==> src/rtl/lcdts_pkg.sv <==
package lcdts_pkg;

  // saturation limits and rounding
  localparam logic [18:0] MAX_SET_TIME = 19'd359999;
  localparam logic [18:0] MAX_REL_TIME = 19'd359940;
  localparam logic [18:0] ROUND_UP_SEC = 19'd59;
  localparam logic [13:0] MAX_SPEED    = 14'd9999;

  // reciprocal constants: q = (v * K) >> S, exact over the value ranges used here
  localparam logic [19:0] DIV60_SEC_K  = 20'd559241;  // seconds to minutes, v < 2^19
  localparam int          DIV60_SEC_S  = 25;
  localparam logic [13:0] DIV60_MIN_K  = 14'd8739;    // minutes to hours, v < 2^13
  localparam int          DIV60_MIN_S  = 19;
  localparam logic [13:0] DIV100_K     = 14'd10486;   // rpm to hundreds, v < 2^14
  localparam int          DIV100_S     = 20;
  localparam logic [6:0]  DIV10_K      = 7'd103;      // tens of a value below 100
  localparam int          DIV10_S      = 10;

  // segment patterns and merged bits
  localparam logic [7:0] DASH_LOW  = 8'h08;
  localparam logic [7:0] DASH_HIGH = 8'h10;
  localparam logic [7:0] HIGH_BIT  = 8'h80;
  localparam logic [7:0] LOW_BIT   = 8'h01;
  localparam logic [7:0] CLEAR_LOW = 8'hFE;

  localparam int          NUM_WRITES = 16;
  localparam logic [3:0]  LAST_INDEX = 4'd15;

  // decoded refresh handed to the segment formatter
  typedef struct packed {
    logic [6:0] st_hr;
    logic [6:0] st_mn;
    logic [6:0] rt_hr;
    logic [6:0] rt_mn;
    logic [6:0] ss_hi;
    logic [6:0] ss_lo;
    logic [6:0] rs_hi;
    logic [6:0] rs_lo;
    logic       st_zero;
    logic       rt_dash;
    logic       time_blank;
    logic       speed_blank;
    logic       time_icon_off;
    logic       speed_icon_hide;
  } vals_t;

  // sixteen segment bytes in write order
  typedef logic [NUM_WRITES-1:0][7:0] bytes_t;

  // lcd address of each write slot
  function automatic logic [5:0] write_addr(input logic [3:0] idx);
    logic [5:0] a;
    unique case (idx)
      4'd0:  a = 6'd0;
      4'd1:  a = 6'd2;
      4'd2:  a = 6'd4;
      4'd3:  a = 6'd6;
      4'd4:  a = 6'd54;
      4'd5:  a = 6'd52;
      4'd6:  a = 6'd50;
      4'd7:  a = 6'd48;
      4'd8:  a = 6'd26;
      4'd9:  a = 6'd28;
      4'd10: a = 6'd30;
      4'd11: a = 6'd32;
      4'd12: a = 6'd46;
      4'd13: a = 6'd44;
      4'd14: a = 6'd42;
      4'd15: a = 6'd40;
    endcase
    return a;
  endfunction

  // segment table of the set time group
  function automatic logic [7:0] seg_set_time(input logic [3:0] d);
    logic [7:0] s;
    case (d)
      4'd0:    s = 8'h77;
      4'd1:    s = 8'h24;
      4'd2:    s = 8'h5d;
      4'd3:    s = 8'h6d;
      4'd4:    s = 8'h2e;
      4'd5:    s = 8'h6b;
      4'd6:    s = 8'h7b;
      4'd7:    s = 8'h25;
      4'd8:    s = 8'h7f;
      4'd9:    s = 8'h6f;
      default: s = 8'h00;
    endcase
    return s;
  endfunction

  // segment table of the elapsed time and actual speed groups
  function automatic logic [7:0] seg_upper(input logic [3:0] d);
    logic [7:0] s;
    case (d)
      4'd0:    s = 8'hee;
      4'd1:    s = 8'h24;
      4'd2:    s = 8'hba;
      4'd3:    s = 8'hb6;
      4'd4:    s = 8'h74;
      4'd5:    s = 8'hd6;
      4'd6:    s = 8'hde;
      4'd7:    s = 8'ha4;
      4'd8:    s = 8'hfe;
      4'd9:    s = 8'hf6;
      default: s = 8'h00;
    endcase
    return s;
  endfunction

  // segment table of the set speed group
  function automatic logic [7:0] seg_set_speed(input logic [3:0] d);
    logic [7:0] s;
    case (d)
      4'd0:    s = 8'hee;
      4'd1:    s = 8'h48;
      4'd2:    s = 8'hba;
      4'd3:    s = 8'hda;
      4'd4:    s = 8'h5c;
      4'd5:    s = 8'hd6;
      4'd6:    s = 8'hf6;
      4'd7:    s = 8'h4a;
      4'd8:    s = 8'hfe;
      4'd9:    s = 8'hde;
      default: s = 8'h00;
    endcase
    return s;
  endfunction

endpackage

==> src/rtl/lcdts_format.sv <==
module lcdts_format (
  input  lcdts_pkg::vals_t  vals,
  output lcdts_pkg::bytes_t seg_bytes
);
  import lcdts_pkg::*;

  // split a value below 100 into {tens, ones}
  function automatic logic [7:0] split10(input logic [6:0] v);
    logic [13:0] prod;
    logic [3:0]  tens;
    logic [6:0]  ones;
    prod = 14'(v) * 14'(DIV10_K);
    tens = 4'(prod >> DIV10_S);
    ones = v - ({3'b000, tens} << 3) - ({3'b000, tens} << 1);
    return {tens, ones[3:0]};
  endfunction

  logic [7:0] st_h, st_m, rt_h, rt_m, ss_h, ss_l, rs_h, rs_l;
  logic [7:0] st_seg [4];
  logic [7:0] rt_seg [4];
  logic [7:0] ss_seg [4];
  logic [7:0] rs_seg [4];

  // digit pairs
  always_comb begin
    st_h = split10(vals.st_hr);
    st_m = split10(vals.st_mn);
    rt_h = split10(vals.rt_hr);
    rt_m = split10(vals.rt_mn);
    ss_h = split10(vals.ss_hi);
    ss_l = split10(vals.ss_lo);
    rs_h = split10(vals.rs_hi);
    rs_l = split10(vals.rs_lo);
  end

  // set time: blank, dashes or digits, colon and min bits always on
  always_comb begin
    if (vals.time_blank) begin
      for (int i = 0; i < 4; i++) st_seg[i] = 8'h00;
    end else if (vals.st_zero) begin
      for (int i = 0; i < 4; i++) st_seg[i] = DASH_LOW;
    end else begin
      st_seg[0] = seg_set_time(st_h[7:4]);
      st_seg[1] = seg_set_time(st_h[3:0]);
      st_seg[2] = seg_set_time(st_m[7:4]);
      st_seg[3] = seg_set_time(st_m[3:0]);
    end
    st_seg[1] = st_seg[1] | HIGH_BIT;
    st_seg[3] = st_seg[3] | HIGH_BIT;
  end

  // elapsed time: dashes or digits, colon and icon bits
  always_comb begin
    if (vals.rt_dash) begin
      for (int i = 0; i < 4; i++) rt_seg[i] = DASH_HIGH;
    end else begin
      rt_seg[0] = seg_upper(rt_h[7:4]);
      rt_seg[1] = seg_upper(rt_h[3:0]);
      rt_seg[2] = seg_upper(rt_m[7:4]);
      rt_seg[3] = seg_upper(rt_m[3:0]);
    end
    rt_seg[1] = rt_seg[1] | LOW_BIT;
    rt_seg[3] = rt_seg[3] | LOW_BIT;
    if (vals.time_icon_off) begin
      rt_seg[1] = rt_seg[1] & CLEAR_LOW;
      rt_seg[3] = rt_seg[3] & CLEAR_LOW;
    end
  end

  // set speed: blank or digits, rpm bit on the last digit
  always_comb begin
    if (vals.speed_blank) begin
      for (int i = 0; i < 4; i++) ss_seg[i] = 8'h00;
    end else begin
      ss_seg[0] = seg_set_speed(ss_h[7:4]);
      ss_seg[1] = seg_set_speed(ss_h[3:0]);
      ss_seg[2] = seg_set_speed(ss_l[7:4]);
      ss_seg[3] = seg_set_speed(ss_l[3:0]);
    end
    ss_seg[3] = ss_seg[3] | LOW_BIT;
  end

  // actual speed: digits with rotation icon bits
  always_comb begin
    rs_seg[0] = seg_upper(rs_h[7:4]) | LOW_BIT;
    rs_seg[1] = seg_upper(rs_h[3:0]);
    rs_seg[2] = seg_upper(rs_l[7:4]) | LOW_BIT;
    rs_seg[3] = seg_upper(rs_l[3:0]);
    if (vals.speed_icon_hide) begin
      rs_seg[0] = rs_seg[0] & CLEAR_LOW;
      rs_seg[1] = rs_seg[1] & CLEAR_LOW;
      rs_seg[2] = rs_seg[2] & CLEAR_LOW;
    end
  end

  // bytes in write order
  always_comb begin
    for (int i = 0; i < 4; i++) begin
      seg_bytes[i]      = st_seg[i];
      seg_bytes[4 + i]  = rt_seg[i];
      seg_bytes[8 + i]  = ss_seg[i];
      seg_bytes[12 + i] = rs_seg[i];
    end
  end

endmodule

==> src/rtl/lcd_time_speed_segment_formatter_core.sv <==
// LCD time and speed segment formatter. Each refresh beat taken on the item
// channel (set and elapsed time in seconds, set and actual speed in rpm, blink
// and icon flags) yields sixteen write beats of lcd_address and segment_data,
// with last_write on the sixteenth: set time at 0,2,4,6, elapsed time at
// 54,52,50,48, set speed at 26,28,30,32, actual speed at 46,44,42,40. Inputs
// beyond range saturate (times at 99:59, speeds at 9999); elapsed time is
// rounded up to the next minute. A refresh is taken into stage 0 and passes
// through stages 1 and 2 and a sixteen byte write buffer to the registered
// write outputs. The single write port drains the buffer one byte per cycle
// while write_ready is held; the next refresh is taken and decoded while the
// current buffer drains, so writes flow without gaps.
module lcd_time_speed_segment_formatter_core (
  input  logic        clk,
  input  logic        rst,
  input  logic        item_valid,
  output logic        item_ready,
  input  logic [18:0] set_time,
  input  logic [18:0] rel_time,
  input  logic [13:0] set_speed,
  input  logic [13:0] rel_speed,
  input  logic        time_blank,
  input  logic        speed_blank,
  input  logic        time_icon_hide,
  input  logic        speed_icon_hide,
  input  logic        running,
  output logic        write_valid,
  input  logic        write_ready,
  output logic [5:0]  lcd_address,
  output logic [7:0]  segment_data,
  output logic        last_write
);
  import lcdts_pkg::*;

  // stage 0: input register
  logic        v0;
  logic [18:0] s0_set_time, s0_rel_time;
  logic [13:0] s0_set_speed, s0_rel_speed;
  logic        s0_time_blank, s0_speed_blank, s0_time_icon_hide;
  logic        s0_speed_icon_hide, s0_running;

  // stage 1: total minutes and speed hundreds
  logic        v1;
  logic [12:0] s1_st_mt, s1_rt_mt;
  logic [13:0] s1_ss, s1_rs;
  logic [6:0]  s1_ss_hi, s1_rs_hi;
  logic        s1_st_zero, s1_rt_dash, s1_time_blank, s1_speed_blank;
  logic        s1_time_icon_off, s1_speed_icon_hide;

  // stage 2: hour, minute and speed pairs
  logic        v2;
  vals_t       s2_vals;

  // write buffer
  logic        buf_valid;
  logic [3:0]  buf_idx;
  bytes_t      buf_data;
  bytes_t      fmt_bytes;

  // handshake chain
  logic out_free, move, buf_done, ld_buf, s2_open, ld2, s1_open, ld1;

  always_comb begin
    out_free   = !write_valid || write_ready;
    move       = buf_valid && out_free;
    buf_done   = move && (buf_idx == LAST_INDEX);
    ld_buf     = v2 && (!buf_valid || buf_done);
    s2_open    = !v2 || ld_buf;
    ld2        = v1 && s2_open;
    s1_open    = !v1 || ld2;
    ld1        = v0 && s1_open;
    item_ready = !v0 || ld1;
  end

  // stage 0 to 1: saturate, round up, divide seconds by 60 and rpm by 100
  logic [18:0] st_sat, rt_sat, rt_shown;
  logic [13:0] ss_sat, rs_sat;
  logic [38:0] st_prod, rt_prod;
  logic [27:0] ss_prod, rs_prod;

  always_comb begin
    st_sat   = (s0_set_time > MAX_SET_TIME) ? MAX_SET_TIME : s0_set_time;
    rt_sat   = (s0_rel_time > MAX_REL_TIME) ? MAX_REL_TIME : s0_rel_time;
    ss_sat   = (s0_set_speed > MAX_SPEED) ? MAX_SPEED : s0_set_speed;
    rs_sat   = (s0_rel_speed > MAX_SPEED) ? MAX_SPEED : s0_rel_speed;
    rt_shown = rt_sat + ROUND_UP_SEC;
    st_prod  = 39'(st_sat) * 39'(DIV60_SEC_K);
    rt_prod  = 39'(rt_shown) * 39'(DIV60_SEC_K);
    ss_prod  = 28'(ss_sat) * 28'(DIV100_K);
    rs_prod  = 28'(rs_sat) * 28'(DIV100_K);
  end

  // stage 1 to 2: minutes to hours and remainder, speed low pairs
  logic [26:0] st_hprod, rt_hprod;
  logic [6:0]  st_hr, rt_hr;
  logic [12:0] st_mn, rt_mn;
  logic [13:0] ss_lo, rs_lo;

  always_comb begin
    st_hprod = 27'(s1_st_mt) * 27'(DIV60_MIN_K);
    rt_hprod = 27'(s1_rt_mt) * 27'(DIV60_MIN_K);
    st_hr    = 7'(st_hprod >> DIV60_MIN_S);
    rt_hr    = 7'(rt_hprod >> DIV60_MIN_S);
    // 60 * h as (h << 6) - (h << 2)
    st_mn    = s1_st_mt - ({6'b0, st_hr} << 6) + ({6'b0, st_hr} << 2);
    rt_mn    = s1_rt_mt - ({6'b0, rt_hr} << 6) + ({6'b0, rt_hr} << 2);
    // 100 * q as (q << 6) + (q << 5) + (q << 2)
    ss_lo    = s1_ss - ({7'b0, s1_ss_hi} << 6) - ({7'b0, s1_ss_hi} << 5)
               - ({7'b0, s1_ss_hi} << 2);
    rs_lo    = s1_rs - ({7'b0, s1_rs_hi} << 6) - ({7'b0, s1_rs_hi} << 5)
               - ({7'b0, s1_rs_hi} << 2);
  end

  // stage 2 to buffer: digits and segment bytes
  lcdts_format u_format (
    .vals      (s2_vals),
    .seg_bytes (fmt_bytes)
  );

  // control state
  always_ff @(posedge clk) begin
    if (rst) begin
      v0          <= 1'b0;
      v1          <= 1'b0;
      v2          <= 1'b0;
      buf_valid   <= 1'b0;
      buf_idx     <= 4'd0;
      write_valid <= 1'b0;
    end else begin
      if (item_ready) v0 <= item_valid;
      if (s1_open) v1 <= v0;
      if (s2_open) v2 <= v1;
      if (ld_buf) begin
        buf_valid <= 1'b1;
        buf_idx   <= 4'd0;
      end else if (move) begin
        if (buf_done) buf_valid <= 1'b0;
        buf_idx <= buf_idx + 4'd1;
      end
      if (move) begin
        write_valid <= 1'b1;
      end else if (write_ready) begin
        write_valid <= 1'b0;
      end
    end
  end

  // payload registers
  always_ff @(posedge clk) begin
    if (item_valid && item_ready) begin
      s0_set_time        <= set_time;
      s0_rel_time        <= rel_time;
      s0_set_speed       <= set_speed;
      s0_rel_speed       <= rel_speed;
      s0_time_blank      <= time_blank;
      s0_speed_blank     <= speed_blank;
      s0_time_icon_hide  <= time_icon_hide;
      s0_speed_icon_hide <= speed_icon_hide;
      s0_running         <= running;
    end
    if (ld1) begin
      s1_st_mt           <= 13'(st_prod >> DIV60_SEC_S);
      s1_rt_mt           <= 13'(rt_prod >> DIV60_SEC_S);
      s1_ss              <= ss_sat;
      s1_rs              <= rs_sat;
      s1_ss_hi           <= 7'(ss_prod >> DIV100_S);
      s1_rs_hi           <= 7'(rs_prod >> DIV100_S);
      s1_st_zero         <= (st_sat == 19'd0);
      s1_rt_dash         <= (st_sat == 19'd0) && (rt_sat == 19'd0);
      s1_time_blank      <= s0_time_blank;
      s1_speed_blank     <= s0_speed_blank;
      s1_time_icon_off   <= s0_running && s0_time_icon_hide;
      s1_speed_icon_hide <= s0_speed_icon_hide;
    end
    if (ld2) begin
      s2_vals.st_hr           <= st_hr;
      s2_vals.st_mn           <= st_mn[6:0];
      s2_vals.rt_hr           <= rt_hr;
      s2_vals.rt_mn           <= rt_mn[6:0];
      s2_vals.ss_hi           <= s1_ss_hi;
      s2_vals.ss_lo           <= ss_lo[6:0];
      s2_vals.rs_hi           <= s1_rs_hi;
      s2_vals.rs_lo           <= rs_lo[6:0];
      s2_vals.st_zero         <= s1_st_zero;
      s2_vals.rt_dash         <= s1_rt_dash;
      s2_vals.time_blank      <= s1_time_blank;
      s2_vals.speed_blank     <= s1_speed_blank;
      s2_vals.time_icon_off   <= s1_time_icon_off;
      s2_vals.speed_icon_hide <= s1_speed_icon_hide;
    end
    if (ld_buf) begin
      buf_data <= fmt_bytes;
    end
    if (move) begin
      lcd_address  <= write_addr(buf_idx);
      segment_data <= buf_data[buf_idx];
      last_write   <= (buf_idx == LAST_INDEX);
    end
  end

endmodule

==> config.mk <==
export PLATFORM = sky130hd
export DESIGN_NAME = lcd_time_speed_segment_formatter_core
export DESIGN_NICKNAME = d
export VERILOG_FILES = /design/src/rtl/lcdts_pkg.sv /design/src/rtl/lcdts_format.sv /design/src/rtl/lcd_time_speed_segment_formatter_core.sv
export SDC_FILE = /design/constraint.sdc
export NUM_CORES = 2
export LEC_CHECK = 0
export ABC_AREA = 0
export BUFFER_PORTS_ARGS = -buffer_cell sky130_fd_sc_hd__buf_2
export CAP_MARGIN = 40
export CORE_UTILIZATION = 60
export DETAILED_ROUTE_END_ITERATION = 7
export PLACE_DENSITY = 0.85
export SYNTH_ARGS = -nofsm -noshare
export SYNTH_HDL_FRONTEND = slang
export SYNTH_SLANG_ARGS = --single-unit
==> constraint.sdc <==
create_clock -name clk -period 13 [get_ports clk]
set_input_delay 1.3 -clock clk [delete_from_list [all_inputs] [get_ports clk]]
set_output_delay 1.3 -clock clk [all_outputs]
set_load 0.01 [all_outputs]
==> flow_summary.ini <==
[clock_tree]
clk_path_buf_depth = 3
cts_resized = 0
clock_sink_count = 330
tritoncts = yes
htreeDepth = 2
cts_made_buffers = 41
clk_pin_slew_ns = 0.06
clock_latency_ns = 0.58
post_cts.repair.setup_buffers = 0
hold_buffers = 0
root_buffer = clkbuf_16

[sta]
finalCritPeriodShare_pct = 67.74
rsz0062_at_grt = no
hold_viol_final = 0
tns_ns = 0
max_freq_mhz = 113.6
layout_min_cycle_time_ns = 8.806
relSlewSlack_pct = 39.02
clock_skew_ns = 0.01891
slew_violations = 0
setup_violations = 0
tightest_slew_ns = 0.9147

[logic_synthesis]
synth-edff-count = 321
yosysSeqAreaShare_pct = 24.12
synth_compound_area_share_pct = 7.972
synthSimpleGateAreaFrac_pct = 7.268
netlist_area_mm2 = 0.04071
synth_top_family_by_area = adder cells
synth_warnings = 0
syn_avg_cell_area_um2 = 10.49
synthXorXnorAreaFrac_pct = 4.702
synthArstFlopShare_pct = 0
synthMuxAreaShare_pct = 2.274
yosys.area_share.adder_pct = 45.13
synth_cells = 3882
synth-seq-cells = 330
syn_nets = 5243
ys_types = 93
ys.flop_type = edfxtp_1

[route]
drt_iter0_drc = 1665
via_per_inst = 5.603
postRouteWirelength_um = 81110
num_vias = 27427
routedWlPerCell_um = 16.57
drtPass1Iterations = 5
ant_nets = 0
route.detailed.drc = 0

[layout]
syn_to_final_growth_pct = 7.235
drive_above_1_share_pct = 6.715
layout.nets = 5352

[place]
io_buffers = 90
gp_congestion = 0.8869
hpwl_um = 66200

[floorplan]
die_x_um = 262.5
core_mm2 = 0.06716
rows = 95
die-height_um = 262.5
die_area_mm2 = 0.06890
io_pins = 92
start_util_pct = 60.62

[global_route]
grtUsageMet2_pct = 43.95
grt_overflow_total = 0
grt_antenna_before_repair = 0
grt_pass1_wl_um = 137000
grt.total_usage_pct = 24.13
met3_usage_pct = 2.764
grt_pass1_vias = 29204
use_met1_pct = 29.85
grt_max_degree = 77
grt.busiest_layer = met2

[critical_path]
endpoint_kind = flop
crit_slowest_cell = fa_1
critPathKind = reg -> reg
cpPeakStageDelay_ns = 0.54
worstPathRequired_ns = 13.32
startpoint_type = flop
worstPathArrival_ns = 9.12
path_max_fanout = 18

[worst_hold_path]
worst_hold_path_type = reg -> reg

[outcome]
outcome = finished clean

[run]
max-cap-violations = 0
final timing paths:
kind	start	endpoint	slack (ns)	depth (start not counted)
worst max-delay path	s0_rel_time[4]$_DFFE_PP_	s1_rt_mt[12]$_DFFE_PP_	4.19	32
worst min-delay path	s1_rs_hi[6]$_DFFE_PP_	s2_vals[19]$_DFFE_PP_	0.42	0
worst max register to register	s0_rel_time[4]$_DFFE_PP_	s1_rt_mt[12]$_DFFE_PP_	4.19	32
worst min register to register	s1_rs_hi[6]$_DFFE_PP_	s2_vals[19]$_DFFE_PP_	0.42	0
synth_stat cells, types with 17 or more instances:
master    number  area share (%)
a21o_1        48            0.89
nand2b_1      34            0.52
clkbuf_1      28            0.26
xnor2_1      127             2.7
inv_1        882             8.1
nor3_1        38            0.47
xor2_1        51             1.1
nand3_1       52            0.64
a21oi_1      176             2.2
o21a_1        22            0.41
edfxtp_1     321              24
and2_1        19            0.29
ha_1         982              30
fa_1         304              15
mux4_2        29             1.6
or3_1         17            0.26
nand2_1      166             1.5
o21ai_0       65            0.80
mux2i_1       25            0.61
nor2b_1       27            0.41
nor2_1       150             1.4
a31oi_1       24            0.37
per-layer routing:
metal	wire length, um	vias to the layer above	share of wire, %
li1	-	13307	-
met1	34330	13273	42
met5	0	-	0
met3	3645	168	4.5
met2	41020	679	51
met4	2118	0	2.6
sequential cells by signal (all words and copies together), names as in the netlist, 4 cells and up:
signal / flops
s0_set_time: 19
s1_rt_mt: 13
s1_rs_hi: 7
s1_rs: 7
buf_idx: 4
s1_ss_hi: 7
s1_ss: 7
lcd_address: 5
s0_set_speed: 14
s1_st_mt: 13
s0_rel_speed: 14
s2_vals: 62
segment_data: 8
buf_data: 114
s0_rel_time: 19
critical path: cells and delay by family (launching register included):
family / cells / cell delay, ns
buffers and inverters: 4 / 0.23
flip-flops: 1 / 0.44
adder cells (fa/ha/maj): 7 / 2.86
XOR/XNOR: 2 / 0.33
AND/OR/NAND/NOR: 11 / 2.90
AO/OA/AOI/OAI: 8 / 1.78
cell usage in the layout, fill, tap and decap left out, types with 8 or more instances in the layout:
master,netlist,routed
ha_1,982,982
inv_1,882,882
edfxtp_1,321,321
fa_1,304,304
a21oi_1,176,176
nand2_1,166,166
nor2_1,150,150
xnor2_1,127,127
buf_2,5,90
o21ai_0,65,65
nand3_1,52,52
xor2_1,51,51
a21o_1,48,48
clkbuf_16,0,41
nor3_1,38,38
nand2b_1,34,34
mux4_2,29,29
nor2b_1,27,26
mux2i_1,25,25
a31oi_1,24,23
o21a_1,22,22
and2_1,19,18
or3_1,17,17
nand4_1,16,16
and3_1,16,16
or2_2,16,16
a211oi_1,16,16
o21bai_1,13,13
o211ai_1,13,13
xnor2_2,10,10
buf_4,1,10
nor4_1,9,9
a22oi_1,9,9
and4_1,8,8
o22ai_1,8,8
dfxtp_1,9,8
through the flow:
step / hold WS (ns) / area (um2) / util, % / setup slack (ns) / cells
floorplan: 0.4003 / 40710 / - / 5.415 / 3882
global placement: 0.4009 / 42210 / 62.85 / 4.677 / 4816
detailed placement: 0.4061 / 42310 / 63.00 / 4.334 / 4821
CTS: 0.4184 / 43650 / 65.00 / 4.301 / 4894
global route: 0.4238 / 43650 / 65.00 / 3.723 / 4894
finish: 0.4208 / 43660 / 65.01 / 4.194 / 4895
cells by family (layout without fill, tap and decap cells):
family          after synthesis  count (layout)
compound gates              489             489
xor+xnor                    195             195
fa+ha+maj                  1286            1286
buf+inv                     922            1061
flops                       330             330
mux                          56              56
other cells                   1               2
simple gates                603             603
layout make-up:
cell class / count / area, um2
sequential: 330 / 9821
antenna: 1 / 2.502
fill: 4717 / 23500
multi-input combinational: 2630 / 27460
timing repair buffer: 104 / 623.1
inverter: 884 / 3318
clock inverter: 25 / 280.3
tap: 873 / 1092
clock buffer: 48 / 1062
Power is not shown: default switching activity piles up to over one toggle a cycle in this logic, so the estimate is an artifact.
